`config.mk`:
```
export PLATFORM = sky130hd
export DESIGN_NAME = epcf_cordic
export DESIGN_NICKNAME = d
export VERILOG_FILES = /design/src/design/epcf_pkg.sv /design/src/design/epcf_cordic.sv
export SDC_FILE = /design/constraint.sdc
export NUM_CORES = 2
export LEC_CHECK = 0
export BUFFER_PORTS_ARGS = -buffer_cell sky130_fd_sc_hd__buf_2
export CORE_ASPECT_RATIO = 0.7
export CORE_MARGIN = 5
export CORE_UTILIZATION = 50
export CTS_CLUSTER_DIAMETER = 60
export DETAILED_ROUTE_END_ITERATION = 7
export PLACE_DENSITY = 0.75
export SLEW_MARGIN = 10
export SYNTH_ARGS = -nofsm -noshare
export SYNTH_HDL_FRONTEND = slang
export SYNTH_SLANG_ARGS = --single-unit
```
`constraint.sdc`:
```
create_clock -name clk -period 6.3 [get_ports clk]
set_input_delay 0.945 -clock clk [delete_from_list [all_inputs] [get_ports clk]]
set_output_delay 0.945 -clock clk [all_outputs]
set_load 0.05 [all_outputs]
```
`src/design/epcf_pkg.sv`:
```
// shared types, constants and helper functions for the equirectangular face classifier
// no dependencies; every other design file imports this package
package epcf_pkg;

	localparam int H_W         = 13;
	localparam int D_W         = 12;
	localparam int U_W         = 13;
	localparam int V_W         = 12;
	localparam int MAX_HEIGHT  = 4096;
	localparam int RESET_D     = 399;

	// 2 * pi in Q3.16, folded into the angle numerator
	localparam int PI2_Q16     = 411774;
	localparam int NUM_W       = 30;
	localparam int QUO_W       = 17;
	localparam int DEN_W       = 13;

	localparam int CORDIC_STEPS = 16;
	localparam int CORDIC_GAIN  = 79595;
	localparam int XY_W         = 20;
	localparam int Z_W          = 19;
	localparam int Q15_W        = 15;

	localparam int FRONT_STAGES  = 3;
	localparam int DIV_STAGES    = QUO_W;
	localparam int CORDIC_LAT    = CORDIC_STEPS + 1;
	localparam int BACK_STAGES   = 2;
	localparam int SIDE_DELAY    = DIV_STAGES + CORDIC_LAT;
	localparam int LATENCY       = FRONT_STAGES + SIDE_DELAY + BACK_STAGES;

	localparam logic [2:0] FACE_NEG_X  = 3'd0;
	localparam logic [2:0] FACE_NEG_Y  = 3'd1;
	localparam logic [2:0] FACE_POS_X  = 3'd2;
	localparam logic [2:0] FACE_POS_Y  = 3'd3;
	localparam logic [2:0] FACE_TOP    = 3'd4;
	localparam logic [2:0] FACE_BOTTOM = 3'd5;

	typedef struct packed {
		logic even;   // longitude in a sector where |cos| sets the threshold
		logic near;   // |lon| below pi/4
		logic west;   // lon negative
		logic upper;  // latitude not below zero
	} side_t;

	function automatic logic [Z_W-1:0] arctan_q16(input int unsigned i);
		logic [Z_W-1:0] r;
		case (i)
			0:       r = Z_W'(51472);
			1:       r = Z_W'(30386);
			2:       r = Z_W'(16055);
			3:       r = Z_W'(8150);
			4:       r = Z_W'(4091);
			5:       r = Z_W'(2047);
			6:       r = Z_W'(1024);
			7:       r = Z_W'(512);
			8:       r = Z_W'(256);
			9:       r = Z_W'(128);
			10:      r = Z_W'(64);
			11:      r = Z_W'(32);
			12:      r = Z_W'(16);
			13:      r = Z_W'(8);
			14:      r = Z_W'(4);
			default: r = Z_W'(2);
		endcase
		return r;
	endfunction

	// clamp at zero, round to Q1.15, saturate
	function automatic logic [Q15_W-1:0] to_q15(input logic signed [XY_W-1:0] y);
		logic [XY_W-1:0] t;
		logic [XY_W-3:0] r;
		logic [Q15_W-1:0] q;
		t = {1'b0, y[XY_W-2:0]} + XY_W'(2);
		r = t[XY_W-1:2];
		if (y[XY_W-1]) begin
			q = '0;
		end else if (r > (XY_W-2)'(32767)) begin
			q = Q15_W'(32767);
		end else begin
			q = r[Q15_W-1:0];
		end
		return q;
	endfunction

	function automatic logic [23:0] face_rgb(input logic [2:0] face);
		logic [23:0] c;
		case (face)
			FACE_NEG_X:  c = 24'hff0000;
			FACE_NEG_Y:  c = 24'h00ff00;
			FACE_POS_X:  c = 24'h0000ff;
			FACE_POS_Y:  c = 24'h00ffff;
			FACE_TOP:    c = 24'hff00ff;
			FACE_BOTTOM: c = 24'hffff00;
			default:     c = 24'h000000;
		endcase
		return c;
	endfunction

endpackage

```
`src/design/epcf_cordic.sv`:
```
// sixteen-stage rotation cordic with a Q1.15 rounding stage at the end
// gives sine and cosine of a first-quadrant angle; uses epcf_pkg
module epcf_cordic import epcf_pkg::*; (
	input  logic              clk,
	input  logic              en,
	input  logic [QUO_W-1:0]  angle,
	output logic [Q15_W-1:0]  sin_q15,
	output logic [Q15_W-1:0]  cos_q15
);

	logic signed [XY_W-1:0] x_s [CORDIC_STEPS];
	logic signed [XY_W-1:0] y_s [CORDIC_STEPS];
	logic signed [Z_W-1:0]  z_s [CORDIC_STEPS];
	logic [Q15_W-1:0]       sin_s, cos_s;

	for (genvar i = 0; i < CORDIC_STEPS; i++) begin : g_iter
		logic signed [XY_W-1:0] x_in, y_in, dx, dy;
		logic signed [Z_W-1:0]  z_in, at;

		if (i == 0) begin : g_first
			assign x_in = XY_W'(CORDIC_GAIN);
			assign y_in = '0;
			assign z_in = signed'({2'b00, angle});
		end else begin : g_next
			assign x_in = x_s[i-1];
			assign y_in = y_s[i-1];
			assign z_in = z_s[i-1];
		end

		assign dx = y_in >>> i;
		assign dy = x_in >>> i;
		assign at = signed'(arctan_q16(i));

		always_ff @(posedge clk) begin
			if (en) begin
				if (!z_in[Z_W-1]) begin
					x_s[i] <= x_in - dx;
					y_s[i] <= y_in + dy;
					z_s[i] <= z_in - at;
				end else begin
					x_s[i] <= x_in + dx;
					y_s[i] <= y_in - dy;
					z_s[i] <= z_in + at;
				end
			end
		end
	end

	always_ff @(posedge clk) begin
		if (en) begin
			sin_s <= to_q15(y_s[CORDIC_STEPS-1]);
			cos_s <= to_q15(x_s[CORDIC_STEPS-1]);
		end
	end

	assign sin_q15 = sin_s;
	assign cos_q15 = cos_s;

endmodule

```
* After elaboration in Yosys (flattened, before gate mapping) *
Memories as Yosys holds them, arrays and structs flattened.
Cells that the tools add are included.

word-level totals
  memories = 3
  output and inout port bits = 30
  RAM bits = 944
  bits in registers = 30

cells by class
  $lt $le $gt $ge = 2
  mux-type cells = 139
  bitwise logic cells = 45
  add/sub/neg operators = 93

memories
  name  words  bits a word  read ports  clocked after memory_dff  wr ports  line               text
  x_s   16     20           16          0                         16        epcf_cordic.sv:11  logic signed [XY_W-1:0] x_s [CORDIC_STEPS];
  y_s   16     20           16          0                         16        epcf_cordic.sv:12  logic signed [XY_W-1:0] y_s [CORDIC_STEPS];
  z_s   16     19           15          0                         16        epcf_cordic.sv:13  logic signed [Z_W-1:0] z_s [CORDIC_STEPS];

operator list
  cell                                            count
  two-way mux 20 bit                              30
  two-way mux 19 bit                              15
  two-way mux 1 bit                               92
  OR 1 bit                                        45
  adder 19 x 2 -> 20 bit (second input constant)  2
  adder 20 x 10 -> 20 bit                         2
  adder 20 x 11 -> 20 bit                         2
  adder 20 x 12 -> 20 bit                         2
  adder 20 x 13 -> 20 bit                         2
  adder 20 x 14 -> 20 bit                         2
  adder 20 x 15 -> 20 bit                         2
  adder 20 x 16 -> 20 bit                         2
  adder 20 x 17 -> 20 bit                         2
  adder 20 x 18 -> 20 bit                         2
  adder 20 x 19 -> 20 bit                         2
  adder 20 x 5 -> 20 bit                          2
  adder 20 x 6 -> 20 bit                          2
  adder 20 x 7 -> 20 bit                          2
  adder 20 x 8 -> 20 bit                          2
  adder 20 x 9 -> 20 bit                          2
  subtractor 20 x 10 -> 20 bit                    2
  subtractor 20 x 11 -> 20 bit                    2
  subtractor 20 x 12 -> 20 bit                    2
  subtractor 20 x 13 -> 20 bit                    2
  42 further kinds                                57

* Depth between registers and ports, before layout *
An unclocked memory read counts as a cell.

  word-level depth = 5
  mapped depth = 18
  depth with buffers taken out = 17

* Worst setup path before layout *
Ideal clock, no wire load.

  path kind = in2reg
  start point = input en
  end point = memory x_s[4][16] (netlist: x_s[0][96]), data pin
  arrival time = 4.617 ns
  stages on the path = 18
  data required time = 6.042 ns
  path slack = 1.425 ns
  buffers on the path = 4
  path through = clkbuf_1 > buf_2 > nand2_1 > inv_1 > clkbuf_1 > buf_1 > nor2_1 > xor2_1 > ha_1 > a21o_1 > a21oi_1 > nor2b_1 > nor4_2 > nor4_1 > o31a_1 > a221o_1 > a31oi_1 > xnor2_1

RTL lines
  element             line               text
  start: declaration  epcf_cordic.sv:5   input logic en,
  end: declaration    epcf_cordic.sv:11

==> flow_summary.toml <==
[place]
io_buffers = 48
post-dp-hpwl_mm = 109
gp_congestion = 0.916

[min_path]
min_path_type = "in -> reg"
holdCritStartpoint = "angle[2]"
min_path_cells = 1
hold_path_end = "z_s[0][2]"

[global_routing]
grt_pass1_wl_mm = 232
grt.total_usage_pct = 20.8
top_usage_layer = "met1"
grt_max_degree = 163
gr-usage-met1_pct = 31.6
antenna_found_initial = 2
overflow = 0
grt_pass1_vias = 44600
grt_use_met2_pct = 31.1
use_met3_pct = 3.32

[floorplan]
die_h_um = 308
pin_count = 49
rows = 109
dieArea_mm2 = 0.134
start_util_pct = 50.3
die_w_um = 436
core_area_mm2 = 0.126

[critical_path]
crit_path_end_kind = "register"
rrSetupSlack_ps = 1760
critPathKind = "in -> reg"
rr_endpoint = "x_s[0][79]"
worstPathRequired_ps = 6780
startpoint_type = "primary input"
worstPathMaxFanout = 54
worstRegToRegCells = 14
worstPathArrival_ps = 5360
worstReg2RegStart = "y_s[0][46]"

[sta]
max_freq_mhz = 205
fin_crit_ps = 4880
fin_crit_sh_pct = 77.5
setup_violations = 0
slew_headroom_pct = 27.7
rsz0062_at_grt = "false"
fin_skew_ps = 48.2
finalHoldViolCount = 0
setup_tns_ps = 0
slew_violations = 0
worst_pin_slew_ps = 1080

[route]
wl_per_cell_um = 17.7
ant_nets = 0
dr.pass1.iters = 6
vias = 47200
viasPerCell = 5.86
drt_iter0_drc = 4064
drt_wl_total_mm = 143
post-route-drc-count = 0

[yosys]
ys_seq_area_share_pct = 39.7
yosysWarnings = 0
synthDistinctLibCells = 88
synth_edf_count = 838
syn_inst = 6238
synth_flop_cell = "edfxtp_1"
synth_area_mm2 = 0.0634
avgSynthCellArea_um2 = 10.2
async_flop_share_pct = 0
ys_ff_latch = 838

[clocking]
post_cts_buffers = 0
clock_sinks = 838
path_clk_slew_ps = 70
root_buffer = "clkbuf_16"
insertion_delay_ps = 720
ctsResizeCount = 0
cts_buffers = 95
cts_tree = "yes"
ctsHoldBuffers = 0
clockBufferDepth = 3
h-tree-depth = 3

[status]
status = "finished, final reports clean"

[final_layout]
fill_cells = 10800
area_growth_pct = 8.62
nets = 7130
drive_gt1_share_pct = 4.76

[run]
max_cap_viol_count = 0
-- worst max-delay path by stage --
| stage | start | endpoint | slack, ps | cells past startpoint |
|---|---|---|---|---|
| floorplan | en | x_s[0][96] | 1420 | 18 |
| global placement | en | x_s[1][159] | 630 | 14 |
| detailed placement | en | x_s[1][159] | 650 | 14 |
| CTS | en | x_s[1][159] | 1470 | 14 |
| global route | en | x_s[1][159] | 1060 | 14 |
| finish | en | x_s[1][159] | 1420 | 14 |
-- through the flow --
step	utilization [%]	hold WS, ps	instances	cell area [µm²]	setup WS, ps
floorplan	-	400	6239	63400	1420
CTS	54.6	345	8055	68800	1470
global placement	52.0	400	7883	65600	627
detailed placement	52.0	405	7883	65600	655
finish	54.6	408	8056	68800	1420
global route	54.6	366	8056	68800	1060
-- kinds of logic (layout without fill, tap and decap cells) --
group / count (synthesis) / count (layout) / share of synthesized area, %
AOI/OAI and AO/OA: 1745 / 1745 / 17.4
and+or+nand+nor: 1506 / 1506 / 11.3
xor gates and xnor gates: 878 / 878 / 12.1
DFF: 838 / 838 / 39.7
adders and majority gates: 796 / 796 / 16.2
buffers and inverters: 432 / 583 / 2.57
muxes: 42 / 42 / 0.691
other: 1 / 3 / 0.00592
-- area by class of cell --
cell class              instances  area (µm²)  share of cell area [%]
flip-flops and latches        838       25200                    36.6
inverters                     328        1230                    1.79
diodes                          1        2.50                 0.00364
clock buffers                 108        2430                    3.52
multi-input cells            4969       36600                    53.1
repair buffers                 83         526                   0.763
clock inverters                64         817                    1.19
well taps                    1665        2080                    3.03
-- Yosys cell counts (98+ instances only) --
master    number  area [µm²]
inv_1        323        1210
nor3_1       168         841
nand3_1       98         490
a21o_1       259        1940
xnor2_1      613        5370
xor2_1       265        2320
nand2_1      359        1350
ha_1         758        9480
nor2_1       467        1750
o21ai_0      274        1370
o21bai_1      98         736
edfxtp_1     838       25200
a21oi_1      639        3200
-- registers in the layout, indices dropped and copies added (netlist names) --
name and count:
sin_q15 15, x_s 281, y_s 279, z_s 248, cos_q15 15
-- critical path, stage by stage --
cell	delay (ps)
buf_8	360
buf_4	600
nand2_1	650
o21ai_0	520
ha_1	300
a31o_2	230
a21oi_1	270
o21ai_1	150
a2111o_1	460
a41o_1	240
a21oi_1	190
o21ai_0	100
a21oi_1	170
xnor2_1	90
-- routing by layer --
metal  vias to the layer above  wire length, µm
li1                      23200                -
met1                     22400            69800
met2                      1441            59500
met3                       213            10100
met4                         0             3150
met5                         -                0
-- layout by cell type, fill, tap and decap left out, drive strengths merged, types with 80 or more instances in the layout --
cell type and instances:
a21o 259, a21oi 644, buf 83, clkbuf 108
edfxtp 838, ha 758, inv 331, nand2 359
nand2b 80, nand3 98, nor2 467, nor3 169
o21ai 296, o21bai 98, xnor2 613, xor2 265
Power is not shown: default switching activity piles up to over one toggle a cycle in this logic, so the estimate is an artifact.
