$ cat config.mk
export PLATFORM = sky130hd
export DESIGN_NAME = epcf_front
export DESIGN_NICKNAME = d
export VERILOG_FILES = /design/src/design/epcf_pkg.sv /design/src/design/epcf_front.sv
export SDC_FILE = /design/constraint.sdc
export NUM_CORES = 1
export LEC_CHECK = 0
export BUFFER_PORTS_ARGS = -buffer_cell sky130_fd_sc_hd__buf_2
export CAP_MARGIN = 20
export CORE_AREA = 2 2 231 233
export DETAILED_ROUTE_END_ITERATION = 16
export DIE_AREA = 0 0 233 235
export SLEW_MARGIN = 20
export SYNTH_ARGS = -nofsm -noshare
export SYNTH_HDL_FRONTEND = slang
export SYNTH_SLANG_ARGS = --single-unit
$ cat constraint.sdc
create_clock -name clk -period 16.5 [get_ports clk]
set_clock_uncertainty 0.1 [all_clocks]
set_input_delay 0 -clock clk [delete_from_list [all_inputs] [get_ports clk]]
set_output_delay 0 -clock clk [all_outputs]
set_load 0.005 [all_outputs]
$ cat src/design/epcf_pkg.sv
// shared types, constants and helper functions for the equirectangular face classifier
// no dependencies; every other design file imports this package
package epcf_pkg;

	localparam int H_W         = 13;
	localparam int D_W         = 12;
	localparam int U_W         = 13;
	localparam int V_W         = 12;
	localparam int MAX_HEIGHT  = 4096;
	localparam int RESET_D     = 399;

	// 2 * pi in Q3.16, folded into the angle numerator
	localparam int PI2_Q16     = 411774;
	localparam int NUM_W       = 30;
	localparam int QUO_W       = 17;
	localparam int DEN_W       = 13;

	localparam int CORDIC_STEPS = 16;
	localparam int CORDIC_GAIN  = 79595;
	localparam int XY_W         = 20;
	localparam int Z_W          = 19;
	localparam int Q15_W        = 15;

	localparam int FRONT_STAGES  = 3;
	localparam int DIV_STAGES    = QUO_W;
	localparam int CORDIC_LAT    = CORDIC_STEPS + 1;
	localparam int BACK_STAGES   = 2;
	localparam int SIDE_DELAY    = DIV_STAGES + CORDIC_LAT;
	localparam int LATENCY       = FRONT_STAGES + SIDE_DELAY + BACK_STAGES;

	localparam logic [2:0] FACE_NEG_X  = 3'd0;
	localparam logic [2:0] FACE_NEG_Y  = 3'd1;
	localparam logic [2:0] FACE_POS_X  = 3'd2;
	localparam logic [2:0] FACE_POS_Y  = 3'd3;
	localparam logic [2:0] FACE_TOP    = 3'd4;
	localparam logic [2:0] FACE_BOTTOM = 3'd5;

	typedef struct packed {
		logic even;   // longitude in a sector where |cos| sets the threshold
		logic near;   // |lon| below pi/4
		logic west;   // lon negative
		logic upper;  // latitude not below zero
	} side_t;

	function automatic logic [Z_W-1:0] arctan_q16(input int unsigned i);
		logic [Z_W-1:0] r;
		case (i)
			0:       r = Z_W'(51472);
			1:       r = Z_W'(30386);
			2:       r = Z_W'(16055);
			3:       r = Z_W'(8150);
			4:       r = Z_W'(4091);
			5:       r = Z_W'(2047);
			6:       r = Z_W'(1024);
			7:       r = Z_W'(512);
			8:       r = Z_W'(256);
			9:       r = Z_W'(128);
			10:      r = Z_W'(64);
			11:      r = Z_W'(32);
			12:      r = Z_W'(16);
			13:      r = Z_W'(8);
			14:      r = Z_W'(4);
			default: r = Z_W'(2);
		endcase
		return r;
	endfunction

	// clamp at zero, round to Q1.15, saturate
	function automatic logic [Q15_W-1:0] to_q15(input logic signed [XY_W-1:0] y);
		logic [XY_W-1:0] t;
		logic [XY_W-3:0] r;
		logic [Q15_W-1:0] q;
		t = {1'b0, y[XY_W-2:0]} + XY_W'(2);
		r = t[XY_W-1:2];
		if (y[XY_W-1]) begin
			q = '0;
		end else if (r > (XY_W-2)'(32767)) begin
			q = Q15_W'(32767);
		end else begin
			q = r[Q15_W-1:0];
		end
		return q;
	endfunction

	function automatic logic [23:0] face_rgb(input logic [2:0] face);
		logic [23:0] c;
		case (face)
			FACE_NEG_X:  c = 24'hff0000;
			FACE_NEG_Y:  c = 24'h00ff00;
			FACE_POS_X:  c = 24'h0000ff;
			FACE_POS_Y:  c = 24'h00ffff;
			FACE_TOP:    c = 24'hff00ff;
			FACE_BOTTOM: c = 24'hffff00;
			default:     c = 24'h000000;
		endcase
		return c;
	endfunction

endpackage

$ cat src/design/epcf_front.sv
// front end: coordinate clamping, sector flags, period folding and angle numerators
// three pipeline stages; uses epcf_pkg
module epcf_front import epcf_pkg::*; (
	input  logic             clk,
	input  logic             en,
	input  logic [D_W-1:0]   d,
	input  logic [U_W-1:0]   column,
	input  logic [V_W-1:0]   row,
	output logic [NUM_W-1:0] num_lon,
	output logic [NUM_W-1:0] num_lat,
	output side_t            side
);

	logic [U_W-1:0] uc_s1;
	logic [V_W-1:0] vc_s1;
	side_t          side_s1, side_s2, side_s3;
	logic [D_W-1:0] km_s2, kv_s2;
	logic [NUM_W-1:0] num_m_s3, num_v_s3;

	logic [U_W-1:0] umax, uc, lon_dist, m0, m1, m2, m3;
	logic [V_W-1:0] vc;
	logic [U_W+1:0] dist4, d3;
	logic [D_W-1:0] mr, km, kv;
	logic [31:0]    pm, pv;
	side_t          sd;

	always_comb begin
		umax  = {d, 1'b1};
		uc    = (column > umax) ? umax : column;
		vc    = (row > d) ? d : row;
		lon_dist = (uc >= {1'b0, d}) ? (uc - {1'b0, d}) : ({1'b0, d} - uc);
		dist4 = {lon_dist, 2'b00};
		d3    = {2'b00, d, 1'b0} + {3'b000, d};
		sd.near  = dist4 < {3'b000, d};
		sd.even  = sd.near || (dist4 >= d3);
		sd.west  = uc < {1'b0, d};
		sd.upper = {vc, 1'b0} <= {1'b0, d};
	end

	// u mod d, u stays below 2d+2
	always_comb begin
		m0 = uc_s1;
		m1 = (m0 >= {1'b0, d}) ? (m0 - {1'b0, d}) : m0;
		m2 = (m1 >= {1'b0, d}) ? (m1 - {1'b0, d}) : m1;
		m3 = (m2 >= {1'b0, d}) ? (m2 - {1'b0, d}) : m2;
		mr = m3[D_W-1:0];
		km = ({mr, 1'b0} > {1'b0, d}) ? (d - mr) : mr;
		kv = side_s1.upper ? vc_s1 : (d - vc_s1);
	end

	always_comb begin
		pm = 32'(km_s2) * 32'(PI2_Q16) + 32'(d);
		pv = 32'(kv_s2) * 32'(PI2_Q16) + 32'(d);
	end

	always_ff @(posedge clk) begin
		if (en) begin
			uc_s1    <= uc;
			vc_s1    <= vc;
			side_s1  <= sd;
			km_s2    <= km;
			kv_s2    <= kv;
			side_s2  <= side_s1;
			num_m_s3 <= pm[NUM_W-1:0];
			num_v_s3 <= pv[NUM_W-1:0];
			side_s3  <= side_s2;
		end
	end

	assign num_lon = num_m_s3;
	assign num_lat = num_v_s3;
	assign side    = side_s3;

endmodule

### Word level (Yosys, flattened, before mapping)

Cells that the tools add are included.
W data, S select, Z words.

| word-level totals | value |
|---|---|
| register bits | 121 |
| logic and storage cells | 50 |
| output and inout bits | 64 |
| input bits | 39 |

| cells by class | value |
|---|---|
| mux-type cells | 8 |
| multiply operators | 2 |
| add/sub/neg operators | 10 |
| magnitude comparators | 11 |
| reduce and logical (&&, ||, !) cells | 1 |

Operator list:

| kind | count |
|---|---|
| $add A30 B12 Y30 | 2 |
| $mul A12 B18 Y29 const B | 2 |
| $ge A13 B12 Y1 | 4 |
| $mux W13 | 4 |
| $mux W12 | 4 |
| $sub A13 B12 Y13 | 3 |
| $sub A12 B12 Y12 | 3 |
| $ge A15 B14 Y1 | 1 |
| $lt A15 B12 Y1 | 1 |
| $add A13 B12 Y14 | 1 |
| $gt A13 B12 Y1 | 1 |
| $gt A13 B13 Y1 | 1 |
| $le A13 B12 Y1 | 1 |
| $lt A13 B12 Y1 | 1 |
| $sub A12 B13 Y13 | 1 |
| $gt A12 B12 Y1 | 1 |
| $logic_or A1 B1 Y1 | 1 |

### Logic depth before layout (Yosys ltp)

| depth | value |
|---|---|
| word-level depth | 8 |
| depth in mapped cells | 46 |
| depth with buffers taken out | 42 |

### Least setup slack after synthesis

No wires, ideal clock.

| timing path | value |
|---|---|
| path type | register -> register |
| start | reg uc_s1[0] (netlist: m0[0]) |
| end | reg km_s2[11] (data pin) |
| data required time | 16.131 ns |
| path buffers | 2 |
| period minus slack after synthesis | 8.390 ns |
| setup time | 0.269 ns |
| cell stages (with the launch flop) | 41 |
| slack | 8.110 ns |
| arrival time | 8.021 ns |
| cell sequence | edfxtp_1 > inv_1 > ha_1 > inv_1 > fa_1 > a211oi_1 > nor2_1 > a21oi_1 > o21bai_1 > a21oi_1 > xnor2_1 > mux2_2 > ha_1 > nand4_1 > nor2_1 > a211o_1 > a21o_1 > a211oi_4 > [5 not listed] > nand2b_1 > o21ai_0 > nor3b_1 > mux2i_4 > mux2i_1 > inv_1 > ha_1 > and4_1 > a211o_1 > a21oi_1 > o21ai_0 > a21o_1 > a21o_1 > a21oi_1 > o21bai_1 > clkbuf_1 > o311ai_1 > o41ai_1 |

| between the ends | value |
|---|---|
| cells in the longest elaborated chain, start to end | 8 |
| elaborated cells between the ends (all ways) | 12 |
| those cells by class | 4 x add/sub; 4 x order compare; 4 x mux |

Ends and longest elaborated chain:

| what | line | text |
|---|---|---|
| start, declared | epcf_front.sv:14 | `logic [U_W-1:0] uc_s1;` |
| start signal, assigned | epcf_front.sv:58 | `uc_s1 <= uc;` |
| $sub A13 B12 Y13 or $ge A13 B12 Y1 (tied branches) | epcf_front.sv:43 | `m1 = (m0 >= {1'b0, d}) ? (m0 - {1'b0, d}) : m0;` |
| $mux W13 * | epcf_front.sv:43 |  |
| $sub A13 B12 Y13 or $ge A13 B12 Y1 (tied branches) | epcf_front.sv:44 | `m2 = (m1 >= {1'b0, d}) ? (m1 - {1'b0, d}) : m1;` |
| $mux W13 * | epcf_front.sv:44 |  |
| $sub A12 B12 Y12 or $ge A13 B12 Y1 (tied branches) | epcf_front.sv:45 | `m3 = (m2 >= {1'b0, d}) ? (m2 - {1'b0, d}) : m2;` |
| $mux W12 * | epcf_front.sv:45 |  |
| $sub A12 B12 Y12 or $gt A13 B12 Y1 (tied branches) | epcf_front.sv:47 | `km = ({mr, 1'b0} > {1'b0, d}) ? (d - mr) : mr;` |
| $mux W12 * | epcf_front.sv:47 |  |
| named net km[11] | epcf_front.sv:23 | `logic [D_W-1:0] mr, km, kv;` |
| end signal, assigned | epcf_front.sv:61 | `km_s2 <= km;` |
| end, declared | epcf_front.sv:17 | `logic [D_W-1:0] km_s2, kv_s2;` |

The timed path passes the listed nets; every way through them passes the cells marked *.
A chain may end at the register's enable or synchronous reset.

### Worst setup path in the final report

| timing path | value |
|---|---|
| start | reg uc_s1[0] (netlist: m0[0]) |
| end | reg km_s2[10] (data pin) |

Same word-level chain as after synthesis.

==> flow_metrics.py <==
metrics = {
    "sta": {
        "timing.hold.ws_ns": 0.129,
        "fin_crit_sh_pct": 60.2,
        "slew_violations": 0,
        "fin_crit_ns": 9.93,
        "worstMarginPinSlew_ns": 0.931,
        "timing.max_slew.rel_slack_pct": 37.4,
        "fmax_ghz": 0.101,
        "hold_viol_final": 0,
        "tns_ns": 0,
        "rsz0062_at_grt": "false",
        "setup_violations": 0,
    },
    "global_routing": {
        "first_global_vias": 13870,
        "grt_pass1_wl_microns": 72000,
        "grt_use_total_pct": 16.7,
        "grt_antenna_before_repair": 1,
        "grt_overflow": 0,
        "grt_max_degree": 66,
    },
    "logic_synthesis": {
        "synth.area.top_cells": "ha_1 25%, edfxtp_1 20%, fa_1 12%",
        "synth_common_cells": "363 x ha_1, 293 x inv_1, 121 x xnor2_1",
        "synth_seq_cells": 120,
        "postSynthAreaPerCell_sq_um": 9.52,
        "synthAdderAreaFrac_pct": 37.4,
        "ys_warn_count": 0,
        "synth_edf_count": 120,
        "synth_compound_area_share_pct": 15.2,
        "synth_xor_area_share_pct": 7.91,
        "synth.most_common_cell": "ha_1",
        "synthCells": 1908,
        "synthMuxAreaShare_pct": 3.97,
        "async_flop_share_pct": 0,
        "synthSimpleGateAreaFrac_pct": 9.02,
        "synth.largest_area_cell": "ha_1",
        "synth_fp_nets": 2421,
        "syn_area_sq_mm": 0.0182,
        "synth_top_area_share_pct": 25.0,
        "seq_area_frac_synth_pct": 19.8,
        "ys_types": 75,
        "ys.flop_type": "edfxtp_1",
        "synth_top_family_by_area": "adder cells",
    },
    "clock_network": {
        "clock_sinks": 120,
        "cts_tree": "built",
        "cts_buffers": 17,
        "cts.clk_slew.worst_paths_ns": 0.06,
        "root_buffer": "clkbuf_16",
        "clockBufferDepth": 2,
        "htreeDepth": 4,
        "post-cts-setup-buffers": 0,
        "clk_latency_ns": 0.45,
    },
    "setup_path": {
        "path_delay_family": "compound AO/OA/AOI/OAI gates",
        "worstSetupPathType": "reg -> reg",
        "path_buf_inv": 4,
        "rr_startpoint": "m0[0]$_DFFE_PP_",
        "cp_slowest_stage_delay_ns": 0.62,
        "rr_worst_depth": 40,
        "reg2reg_to": "km_s2[10]$_DFFE_PP_",
        "cp.required_ns": 16.58,
        "arrival_ns": 10.01,
        "start_kind": "flop",
        "cpMaxStageDelayCell": "a211oi_4",
        "cp-end-kind": "flop",
        "path_max_fanout": 16,
        "reg2reg_slack_ns": 6.57,
    },
    "job": {
        "maxCapViolCount": 0,
    },
    "hold_path": {
        "min_path_cells": 4,
        "worstHoldPathType": "in -> reg",
        "whs_endpoint": "m0[12]$_DFFE_PP_",
        "hold_start": "d[11]",
    },
    "die": {
        "start_util_pct": 34.8,
        "dieArea_sq_mm": 0.0548,
        "die_h_microns": 235,
        "std_cell_rows": 84,
        "num_io_pins": 103,
        "die_w_microns": 233,
        "placeableCoreArea_sq_mm": 0.0522,
    },
    "routing": {
        "via_count": 13925,
        "wl_per_cell_microns": 16.4,
        "drtPass1Iterations": 5,
        "wl_microns": 45100,
        "viasPerCell": 5.07,
        "ant_nets": 0,
        "drc_errors": 0,
        "drtIter0Drc": 768,
    },
    "final_layout": {
        "layout.nets": 2561,
        "drive_gt1_share_pct": 8.83,
        "stdcell_count": 2748,
        "n_fill_cell": 5171,
        "n_antenna_cell": 0,
        "synthToLayoutAreaGrowth_pct": 12.0,
    },
    "placement": {
        "port_buffers": 102,
        "dpl.hpwl_microns": 36900,
        "place_congestion": 0.908,
        "dp_cells": 2689,
    },
    "run_status": {
        "outcome": "finished, final reports clean",
    },
}
worst max path at each step:
stage                                      to  slack [ns]  cells after the start       startpoint
final                     km_s2[10]$_DFFE_PP_        6.57                     40  m0[0]$_DFFE_PP_
after global routing      km_s2[10]$_DFFE_PP_        5.83                     36             d[1]
after CTS                 km_s2[10]$_DFFE_PP_        6.63                     40  m0[0]$_DFFE_PP_
after detailed placement  km_s2[10]$_DFFE_PP_        6.19                     36             d[1]
after global placement    km_s2[10]$_DFFE_PP_        6.42                     36             d[1]
after floorplan           km_s2[11]$_DFFE_PP_        8.11                     40  m0[0]$_DFFE_PP_
per-stage QoR:
stage,cell area (sq um),worst slack [ns],util [%]
finish,20300,6.57,38.9
global placement,19500,6.42,37.4
CTS,20300,6.63,38.9
floorplan,18200,8.11,-
detailed placement,19500,6.19,37.4
global route,20300,5.83,38.9
registers in the layout, indices dropped and copies added, names as in the netlist, 12 cells and up:
| name | cells |
|---|---|
| num_lon | 30 |
| num_lat | 29 |
| m0 | 13 |
| km_s2 | 12 |
| kv_s2 | 12 |
| vc_s1 | 12 |
worst reg2reg max path: cells and delay by family, from the launching register on:
kind / cells / cell delay (ns)
muxes: 5 / 1.66
buffers and inverters: 4 / 0.50
DFF: 1 / 0.43
xor gates and xnor gates: 1 / 0.08
AOI/OAI and AO/OA: 18 / 4.04
and+or+nand+nor: 7 / 1.26
adders and majority gates: 5 / 1.62
cell families after synthesis:
group / count (synthesis)
DFF: 120
adders and majority gates: 477
muxes: 67
AOI/OAI and AO/OA: 426
and+or+nand+nor: 340
xor gates and xnor gates: 164
buffers and inverters: 314
per-layer routing:
layer	vias up	global-route usage [%]	wire (microns)
met1	6615	22.2	21400
met2	284	27.9	20900
met4	0	3.90	726
met5	-	0	0
met3	43	2.95	2050
li1	6983	-	-
layout by cell type, fill, tap and decap left out, types with 11 or more instances in the layout:
cell           instances
nand2_1               87
mux2i_1               39
nand2b_1              27
xnor2_1              121
clkbuf_16             17
o21ai_0               84
nor3_1                24
fa_1                 111
buf_4                 11
xor2_1                43
a21o_1                67
o21a_1                16
inv_1                293
buf_2                101
nor2b_1               22
o21bai_1              35
nand3_1               30
dlygate4sd3_1         27
o31ai_1               16
nor2_1                91
nand4_1               21
ha_1                 363
mux2_2                26
a21oi_1              117
edfxtp_1             120
what timing repair did:
item | CTS | global route
resized for setup | 0 | 0
hold buffers | 27 | 0
hold endpoints to repair | 83 | 0
area by class of cell:
cell class | count | area [sq um] | share of cell area, %
clock buffer | 19 | 433 | 2.13
inverter | 295 | 1110 | 5.44
multi-input combinational | 1474 | 13400 | 65.7
timing repair buffer | 140 | 870 | 4.27
sequential | 120 | 3600 | 17.7
clock inverter | 12 | 104 | 0.510
tap | 688 | 861 | 4.23
Power is left out: the tool's default activity adds up to more than one toggle a clock period on the data nets, which glitch-free logic cannot reach.
