`src/design/epcf_pkg.sv`:
```
// shared types, constants and helper functions for the equirectangular face classifier
// no dependencies; every other design file imports this package
package epcf_pkg;

	localparam int H_W         = 13;
	localparam int D_W         = 12;
	localparam int U_W         = 13;
	localparam int V_W         = 12;
	localparam int MAX_HEIGHT  = 4096;
	localparam int RESET_D     = 399;

	// 2 * pi in Q3.16, folded into the angle numerator
	localparam int PI2_Q16     = 411774;
	localparam int NUM_W       = 30;
	localparam int QUO_W       = 17;
	localparam int DEN_W       = 13;

	localparam int CORDIC_STEPS = 16;
	localparam int CORDIC_GAIN  = 79595;
	localparam int XY_W         = 20;
	localparam int Z_W          = 19;
	localparam int Q15_W        = 15;

	localparam int FRONT_STAGES  = 3;
	localparam int DIV_STAGES    = QUO_W;
	localparam int CORDIC_LAT    = CORDIC_STEPS + 1;
	localparam int BACK_STAGES   = 2;
	localparam int SIDE_DELAY    = DIV_STAGES + CORDIC_LAT;
	localparam int LATENCY       = FRONT_STAGES + SIDE_DELAY + BACK_STAGES;

	localparam logic [2:0] FACE_NEG_X  = 3'd0;
	localparam logic [2:0] FACE_NEG_Y  = 3'd1;
	localparam logic [2:0] FACE_POS_X  = 3'd2;
	localparam logic [2:0] FACE_POS_Y  = 3'd3;
	localparam logic [2:0] FACE_TOP    = 3'd4;
	localparam logic [2:0] FACE_BOTTOM = 3'd5;

	typedef struct packed {
		logic even;   // longitude in a sector where |cos| sets the threshold
		logic near;   // |lon| below pi/4
		logic west;   // lon negative
		logic upper;  // latitude not below zero
	} side_t;

	function automatic logic [Z_W-1:0] arctan_q16(input int unsigned i);
		logic [Z_W-1:0] r;
		case (i)
			0:       r = Z_W'(51472);
			1:       r = Z_W'(30386);
			2:       r = Z_W'(16055);
			3:       r = Z_W'(8150);
			4:       r = Z_W'(4091);
			5:       r = Z_W'(2047);
			6:       r = Z_W'(1024);
			7:       r = Z_W'(512);
			8:       r = Z_W'(256);
			9:       r = Z_W'(128);
			10:      r = Z_W'(64);
			11:      r = Z_W'(32);
			12:      r = Z_W'(16);
			13:      r = Z_W'(8);
			14:      r = Z_W'(4);
			default: r = Z_W'(2);
		endcase
		return r;
	endfunction

	// clamp at zero, round to Q1.15, saturate
	function automatic logic [Q15_W-1:0] to_q15(input logic signed [XY_W-1:0] y);
		logic [XY_W-1:0] t;
		logic [XY_W-3:0] r;
		logic [Q15_W-1:0] q;
		t = {1'b0, y[XY_W-2:0]} + XY_W'(2);
		r = t[XY_W-1:2];
		if (y[XY_W-1]) begin
			q = '0;
		end else if (r > (XY_W-2)'(32767)) begin
			q = Q15_W'(32767);
		end else begin
			q = r[Q15_W-1:0];
		end
		return q;
	endfunction

	function automatic logic [23:0] face_rgb(input logic [2:0] face);
		logic [23:0] c;
		case (face)
			FACE_NEG_X:  c = 24'hff0000;
			FACE_NEG_Y:  c = 24'h00ff00;
			FACE_POS_X:  c = 24'h0000ff;
			FACE_POS_Y:  c = 24'h00ffff;
			FACE_TOP:    c = 24'hff00ff;
			FACE_BOTTOM: c = 24'hffff00;
			default:     c = 24'h000000;
		endcase
		return c;
	endfunction

endpackage

```
`src/design/epcf_div.sv`:
```
// pipelined restoring divider, one quotient bit per stage
// turns the angle numerator into a Q1.16 angle; uses epcf_pkg
module epcf_div import epcf_pkg::*; (
	input  logic             clk,
	input  logic             en,
	input  logic [DEN_W-1:0] den,
	input  logic [NUM_W-1:0] num,
	output logic [QUO_W-1:0] quo
);

	logic [DEN_W-1:0] rem_s [DIV_STAGES];
	logic [QUO_W-1:0] low_s [DIV_STAGES];
	logic [QUO_W-1:0] quo_s [DIV_STAGES];

	for (genvar i = 0; i < DIV_STAGES; i++) begin : g_stage
		logic [DEN_W-1:0] rem_in;
		logic [QUO_W-1:0] low_in, quo_in;
		logic [DEN_W:0]   trial;
		logic             ge;

		if (i == 0) begin : g_first
			assign rem_in = num[NUM_W-1:QUO_W];
			assign low_in = num[QUO_W-1:0];
			assign quo_in = '0;
		end else begin : g_next
			assign rem_in = rem_s[i-1];
			assign low_in = low_s[i-1];
			assign quo_in = quo_s[i-1];
		end

		assign trial = {rem_in, low_in[QUO_W-1]};
		assign ge    = trial >= {1'b0, den};

		always_ff @(posedge clk) begin
			if (en) begin
				rem_s[i] <= ge ? DEN_W'(trial - {1'b0, den}) : trial[DEN_W-1:0];
				low_s[i] <= {low_in[QUO_W-2:0], 1'b0};
				quo_s[i] <= {quo_in[QUO_W-2:0], ge};
			end
		end
	end

	assign quo = quo_s[DIV_STAGES-1];

endmodule

```
`config.mk`:
```
export PLATFORM = sky130hd
export DESIGN_NAME = epcf_div
export DESIGN_NICKNAME = d
export VERILOG_FILES = /design/src/design/epcf_pkg.sv /design/src/design/epcf_div.sv
export SDC_FILE = /design/constraint.sdc
export NUM_CORES = 1
export LEC_CHECK = 0
export ABC_AREA = 1
export BUFFER_PORTS_ARGS = -buffer_cell sky130_fd_sc_hd__buf_2
export CAP_MARGIN = 20
export CORE_MARGIN = 2
export CORE_UTILIZATION = 40
export CTS_BUF_LIST = sky130_fd_sc_hd__clkbuf_2 sky130_fd_sc_hd__clkbuf_4 sky130_fd_sc_hd__clkbuf_8
export DETAILED_ROUTE_END_ITERATION = 10
export GPL_ROUTABILITY_DRIVEN = 0
export HOLD_SLACK_MARGIN = 0.05
export PLACE_DENSITY = 0.56
export RECOVER_POWER = 50
export SLEW_MARGIN = 5
export SYNTH_ARGS = -nofsm -noshare
export SYNTH_HDL_FRONTEND = slang
export SYNTH_SLANG_ARGS = --single-unit
```
`constraint.sdc`:
```
create_clock -name clk -period 4.6 [get_ports clk]
set_input_delay 0.92 -clock clk [delete_from_list [all_inputs] [get_ports clk]]
set_output_delay 0.92 -clock clk [all_outputs]
set_load 0.01 [all_outputs]
```
Yosys cells after proc, flatten, opt, wreduce, memory -nomap -nowiden --
Memory sizes are Yosys's and may differ from the RTL's. Index checks and enable logic that the tools add are counted.
Operators by class: $add $sub $neg 17, multipliers 0, div/mod/pow operators 0, magnitude comparators 17, equal/unequal tests 0, shift-type cells 0, muxes and demuxes 19, bitwise logic cells 0, reduce and logical (&&, ||, !) cells 0
Operators by type and width (count):
- 14-bit by 13-bit >= comparator with 1-bit output | 17
- 13-bit two-way mux | 17
- 13-bit subtractor | 17
- 1-bit two-way mux | 2
Storage, ports and cells: bits in registers 0, bits in latches 0, bits in writable memories 782, memory bits (read-only) 0, input port bits 45, logic and storage cells 56, memories kept 3
Memories:
- quo_s | words 17, bits a word 17, rd ports 17, clocked after Yosys merged registers in 0, wr ports 17, RTL line epcf_div.sv:13 | logic [QUO_W-1:0] quo_s [DIV_STAGES];
- low_s | words 17, bits a word 16, rd ports 16, clocked after Yosys merged registers in 0, wr ports 17, RTL line epcf_div.sv:12 | logic [QUO_W-1:0] low_s [DIV_STAGES];
- rem_s | words 17, bits a word 13, rd ports 16, clocked after Yosys merged registers in 0, wr ports 17, RTL line epcf_div.sv:11 | logic [DEN_W-1:0] rem_s [DIV_STAGES];

Longest topological paths before layout --
Gate-level depths: netlist (run 1). An unclocked memory read counts as a cell.
depth after elaboration 3, depth in mapped cells 12, mapped depth without buffers 11

Worst setup path before layout (run 1) --
No wires, ideal clock.
kind in2reg, start point in den[10], end point mem rem_s[7][7], in the netlist rem_s[0][98], data pin, setup time 0.253 ns, data arrival time 2.478 ns, slack 1.869 ns, stages 11, cell sequence inv_1 ha_1 nand2_1 inv_2 nand2_1 inv_1 a21oi_4 nand3_4 buf_8 nand2_2 o21ai_2
RTL lines:
- from (decl) | RTL line epcf_div.sv:6 | input logic [DEN_W-1:0] den,
- to (decl) | RTL line epcf_div.sv:11

==> results of run 1 <==
registers in the layout, indices dropped and copies added (netlist names):
name   flops
rem_s    208
quo_s    153
low_s    136
cell type report:
cell class | instances | area, um^2 | share of cell area
antenna | 3 | 7.51 | 0.000208
clock buffer | 118 | 1450 | 0.0402
clock inverter | 42 | 419 | 0.0116
inverter | 740 | 2780 | 0.0770
multi-input combinational | 2468 | 14500 | 0.401
sequential | 497 | 14900 | 0.414
tap | 1060 | 1330 | 0.0368
timing repair buffer | 97 | 718 | 0.0199
power groups by stage:
stage	Clock [mW]	Combinational (mW)	Sequential, mW
floorplan	0	8.63	7.09
global placement	0	10.2	7.51
detailed placement	0	10.3	7.48
CTS	4.57	10.4	7.42
global route	4.75	11.9	7.51
finish	4.38	10.3	7.41
cell families after synthesis:
kind of cell	share of synthesized area
buffers and inverters	0.0998
AO/OA/AOI/OAI	0.0405
AND/OR/NAND/NOR	0.281
flip-flops	0.457
adder cells (fa/ha/maj)	0.0945
XOR/XNOR	0.0268
stage by stage:
step | cell area (um^2) | cells | total power, mW
after detailed placement | 34200 | 4862 | 17.8
after global routing | 36100 | 5025 | 24.2
after CTS | 36100 | 5022 | 22.4
after global placement | 34200 | 4862 | 17.7
final | 36100 | 5025 | 22.1
after floorplan | 32600 | 3749 | 15.7
routing by layer:
layer,global-route usage,vias to the layer above,share of wire
met4,0.0651,0,0.034
met3,0.0276,149,0.042
met5,0,-,0
met1,0.247,10825,0.46
li1,-,12492,-
met2,0.306,435,0.46
cell usage after synthesis (23+ instances only):
| master | n |
|---|---|
| a21oi_1 | 65 |
| buf_6 | 23 |
| edfxtp_1 | 497 |
| ha_1 | 221 |
| inv_1 | 712 |
| inv_2 | 28 |
| nand2_1 | 1205 |
| nand2_2 | 81 |
| nand3_1 | 196 |
| nand3_2 | 71 |
| nand4_1 | 176 |
| nor2_1 | 118 |
| nor2_2 | 31 |
| nor2_4 | 24 |
| o21ai_1 | 62 |
| o21ai_2 | 46 |
| xor2_1 | 84 |
path summary, 6_finish.rpt:
path / startpoint / endpoint / cells past startpoint
max: en / low_s[0][44]$_DFFE_PP_ / 2
min: num[12] / low_s[0][12]$_DFFE_PP_ / 1
max reg2reg: rem_s[0][28]$_DFFE_PP_ / rem_s[0][46]$_DFFE_PP_ / 9
min reg2reg: low_s[0][93]$_DFFE_PP_ / low_s[0][110]$_DFFE_PP_ / 0
==> flow_summary.toml, run 1 <==
[logic_synthesis]
ys_seq_area_frac = 0.457
ys_async_sr_fraction = 0
synth-edff-count = 497
synth_cell_types = 32
yosysTopAreaCellShare = 0.457
ys_seq_elements = 497
syn_inst = 3749
yosys.area.top_type = "edfxtp_1"
synth_warnings = 0
avgSynthCellArea_um2 = 8.71
syn_nets = 4031
synth_area_leaders = "edfxtp_1, nand2_1, ha_1, inv_1, nand4_1"
synth_flop_cell = "edfxtp_1"
netlist_area_um2 = 32600

[worst_hold_path]
hold_class = "primary input to flop"

[power_and_ir_drop]
seqPwrFrac = 0.335
p_int_mw = 12.8
p_switching_mw = 9.31
p_sw_frac = 0.421
clockPowerShare = 0.198
max-vdd-ir-drop_v = 0.000243
power_frac_comb = 0.467
leakagePower_nw = 17.6
p_per_area_nw_per_um2 = 613

[clocking]
post_cts_resized = 0
clk_latency_ns = 0.71
clkSlewWorstSetupHoldPaths_ns = 0.06
cts_sinks = 497
cts_tree = "built"
cts_setup_buffers = 0
cts_root_buf = "clkbuf_8"
cts_max_level = 3
holdBufCountCts = 0
clockBufferDepth = 3
cts_buffers = 90

[drt]
avgRoutedWirePerCell_um = 15.3
ant_nets = 0
avgViaCountPerCell = 4.76
first_iter_violations = 1563
vias = 23901
drt-pass1-iter-count = 5
wl_um = 76600
route.detailed.drc = 0

[timing]
setup_violations = 0
fin_crit_sh = 0.733
finalSetupTns_ns = 0
rsz0062_at_grt = "false"
holdWs_ns = 0.389
hold_viol = 0
relSlewSlack = -1.03
max_freq_mhz = 297
fin_ws_ns = 1.23
fin_skew_ns = 0.0358
tightest_slew_ns = 3.04
timing.final.crit_period_ns = 3.37
finalMaxSlewViolations = 96

[grt]
grt_pass1_wl_um = 121000
antenna_found_initial = 1
grt_max_degree = 103
gr-total-overflow = 0
first_global_vias = 22897
gr-usage-all-layers = 0.185

[floorplan]
start_util = 0.405
die_h_um = 290
die_area_um2 = 83900
row_count = 104
pin_count = 62
dieWidth_um = 290
core_area_um2 = 80700

[placement]
pre_cts_slack_ns = 0.902
port-buffer-count = 61
hpwl_um = 56900

[cells_and_area]
finalNetCount = 4176
syn_to_final_growth_pct = 10.5
final_common_cell = "nand2_1"
final_cell_mix = "nand2_1, inv_1, edfxtp_1, ha_1, nand3_1"
final_util = 0.447
drive_gt1_frac = 0.141
nFillCells = 8013

[setup_path]
rrSetupSlack_ns = 2.11
crit_path_max_fanout = 102
end_kind = "flop"
startpoint_type = "primary input"
worstSetupPathType = "primary input to flop"
critical_path.top_delay_family = "buffers and inverters"
crit_chain = "clkbuf_2, clkbuf_1"
required_ns = 4.94
cp.arrival_ns = 3.71
slowest_delay_ns = 2.05
slowest_stage = "clkbuf_2"
crit_buf_inv = 2

[flow_run]
maxCapViolations = 1

[outcome]
outcome = "finished, violations left"
violations = "capacitance limit, slew limit"
Note: power is estimated with default switching activity, not from simulation.
==> run 2, diff against run 1 <==
--- a/config.mk
+++ b/config.mk
@@ -14,7 +14,7 @@
 export DETAILED_ROUTE_END_ITERATION = 10
 export GPL_ROUTABILITY_DRIVEN = 0
 export HOLD_SLACK_MARGIN = 0.05
-export PLACE_DENSITY = 0.56
+export PLACE_DENSITY = 0.58
 export RECOVER_POWER = 50
 export SLEW_MARGIN = 5
 export SYNTH_ARGS = -nofsm -noshare
==> constraint.sdc (replaced) <==
create_clock -name clk -period 3.1 [get_ports clk]
set_input_delay 0.62 -clock clk [delete_from_list [all_inputs] [get_ports clk]]
set_output_delay 0.62 -clock clk [all_outputs]
set_load 0.01 [all_outputs]
==> run 2 against run 1 <==
  * Register-to-register slack worse by 1.3 ns
  * Worst hold slack worse by 0.27 ns
  * First-iteration DRC count up 8.9%
  * Sequential cell count unchanged
  * Power up 51%
  * Clock-buffer cell count down 1
  * Combinational power up 53%
  * Cell area up 1.0%
  * Clock power up 50%
  * Via count up 1.3%
  * Sequential power up 48%
  * The flow still finishes with violations (capacitance limit, slew limit)
==> flow_summary.toml, run 2 (same netlist as run 1, synthesis figures left out) <==
[setup_path]
rrSetupSlack_ns = 0.77
reg2reg_from = "low_s[0][63]$_DFFE_PP_"
crit_path_max_fanout = 41
required_ns = 3.45
worstSetupPathType = "primary input to flop"
r2r_cells = 10
r2r-end = "rem_s[0][58]$_DFFE_PP_"
timing.critical_path.from = "en"
cp.arrival_ns = 2.73
crit_path_end = "rem_s[0][57]$_DFFE_PP_"
startpoint_type = "primary input"
end_kind = "flop"

[drt]
wl_um = 76600
first_iter_violations = 1702
route.detailed.drc = 0
drt-pass1-iter-count = 5
ant_nets = 0
vias = 24213
avgRoutedWirePerCell_um = 15.1
avgViaCountPerCell = 4.78

[clocking]
cts_root_buf = "clkbuf_8"
post_cts_resized = 0
cts_sinks = 497
clockBufferDepth = 3
cts_tree = "built"
cts_buffers = 92
clkSlewWorstSetupHoldPaths_ns = 0.06
clk_latency_ns = 0.70
cts_max_level = 3

[power_and_ir_drop]
p_per_area_nw_per_um2 = 914
p_total_mw = 33.3
max-vdd-ir-drop_v = 0.000406
leakagePower_nw = 17.8

[outcome]
outcome = "finished, violations left"
violations = "capacitance limit, slew limit"

[placement]
placed_area_um2 = 34500
hpwl_um = 54900
placed_cells = 4878
port-buffer-count = 61

[cells_and_area]
nFillCells = 7976
regMostFlops = "rem_s"
syn_to_final_growth_pct = 11.6
largest_register_ffs = 208
drive_gt1_frac = 0.144
fin_cells = 5062
final_common_cell = "nand2_1"
finalNetCount = 4208
fin_area_um2 = 36400
final_cell_mix = "nand2_1, inv_1, edfxtp_1, ha_1, nand3_1"
top_regs = "rem_s x208, quo_s x153, low_s x136"

[timing]
timing.final.crit_period_ns = 2.38
finalMaxSlewViolations = 160
max_freq_mhz = 420
holdWs_ns = 0.122
rsz0062_at_grt = "false"
fin_crit_sh = 0.767
relSlewSlack = -0.180
finalSetupTns_ns = 0
setup_violations = 0
tightest_slew_ns = 1.77
fin_skew_ns = 0.0359
hold_viol = 0

[flow_run]
maxCapViolations = 3

[floorplan]
start_util = 0.405
core_area_um2 = 80700
die_h_um = 290
die_area_um2 = 83900
pin_count = 62
dieWidth_um = 290
row_count = 104

[grt]
grt_pass1_wl_um = 123000
grt_max_degree = 85
first_global_vias = 23473
gr-usage-all-layers = 0.187
gr-total-overflow = 0
antenna_found_initial = 2

[worst_hold_path]
holdPathStages = 1
hold_class = "primary input to flop"
==> run 2: worst max-delay path: stages <==
cell and delay [ns]:
buf_8 0.27, clkbuf_1 1.32, buf_4 0.48
==> run 2: final cells by class <==
| cell class | instances | area [um^2] | share of cell area |
|---|---|---|---|
| sequential | 497 | 14900 | 0.409 |
| antenna | 1 | 2.50 | 0.0000687 |
| multi-input combinational | 2468 | 14500 | 0.397 |
| tap | 1060 | 1330 | 0.0364 |
| clock buffer | 117 | 1460 | 0.0401 |
| clock inverter | 52 | 438 | 0.0120 |
| timing repair buffer | 127 | 1060 | 0.0290 |
| inverter | 740 | 2780 | 0.0762 |
==> run 2: how the worst min path moves through the flow <==
stage | from | end | slack (ns)
finish | num[5] | low_s[0][5]$_DFFE_PP_ | 0.12
global route | num[5] | low_s[0][5]$_DFFE_PP_ | 0.08
CTS | num[5] | low_s[0][5]$_DFFE_PP_ | 0.06
detailed placement | low_s[0][2]$_DFFE_PP_ | low_s[0][19]$_DFFE_PP_ | 0.40
global placement | low_s[0][125]$_DFFE_PP_ | low_s[0][142]$_DFFE_PP_ | 0.40
floorplan | low_s[0][85]$_DFFE_PP_ | low_s[0][102]$_DFFE_PP_ | 0.40
==> run 2: where the power goes <==
group	switching (mW)	internal (mW)
clock	2.88	3.69
combinational	10.1	5.65
sequential	1.05	9.91
total	14.1	19.3
==> run 2: timing repair <==
item | CTS | global route
hold endpoints to repair | 14 | 0
setup buffers | 0 | 0
hold buffers | 14 | 0
==> run 2: per-layer routing <==
metal  global-route usage  wire (um)  vias to the layer above
met3               0.0306       3640                      136
met2                0.310      35800                      500
met1                0.249      35100                    11006
met5                    0          0                        -
met4               0.0592       2090                        0
li1                     -          -                    12571
==> run 2: metrics by stage <==
stage / worst slack, ns / utilization
2_1_floorplan: 0.669 / -
3_3_place_gp: 0.167 / 0.427
3_5_place_dp: 0.175 / 0.427
4_1_cts: 0.712 / 0.453
5_1_grt: 0.499 / 0.452
6_report: 0.721 / 0.452
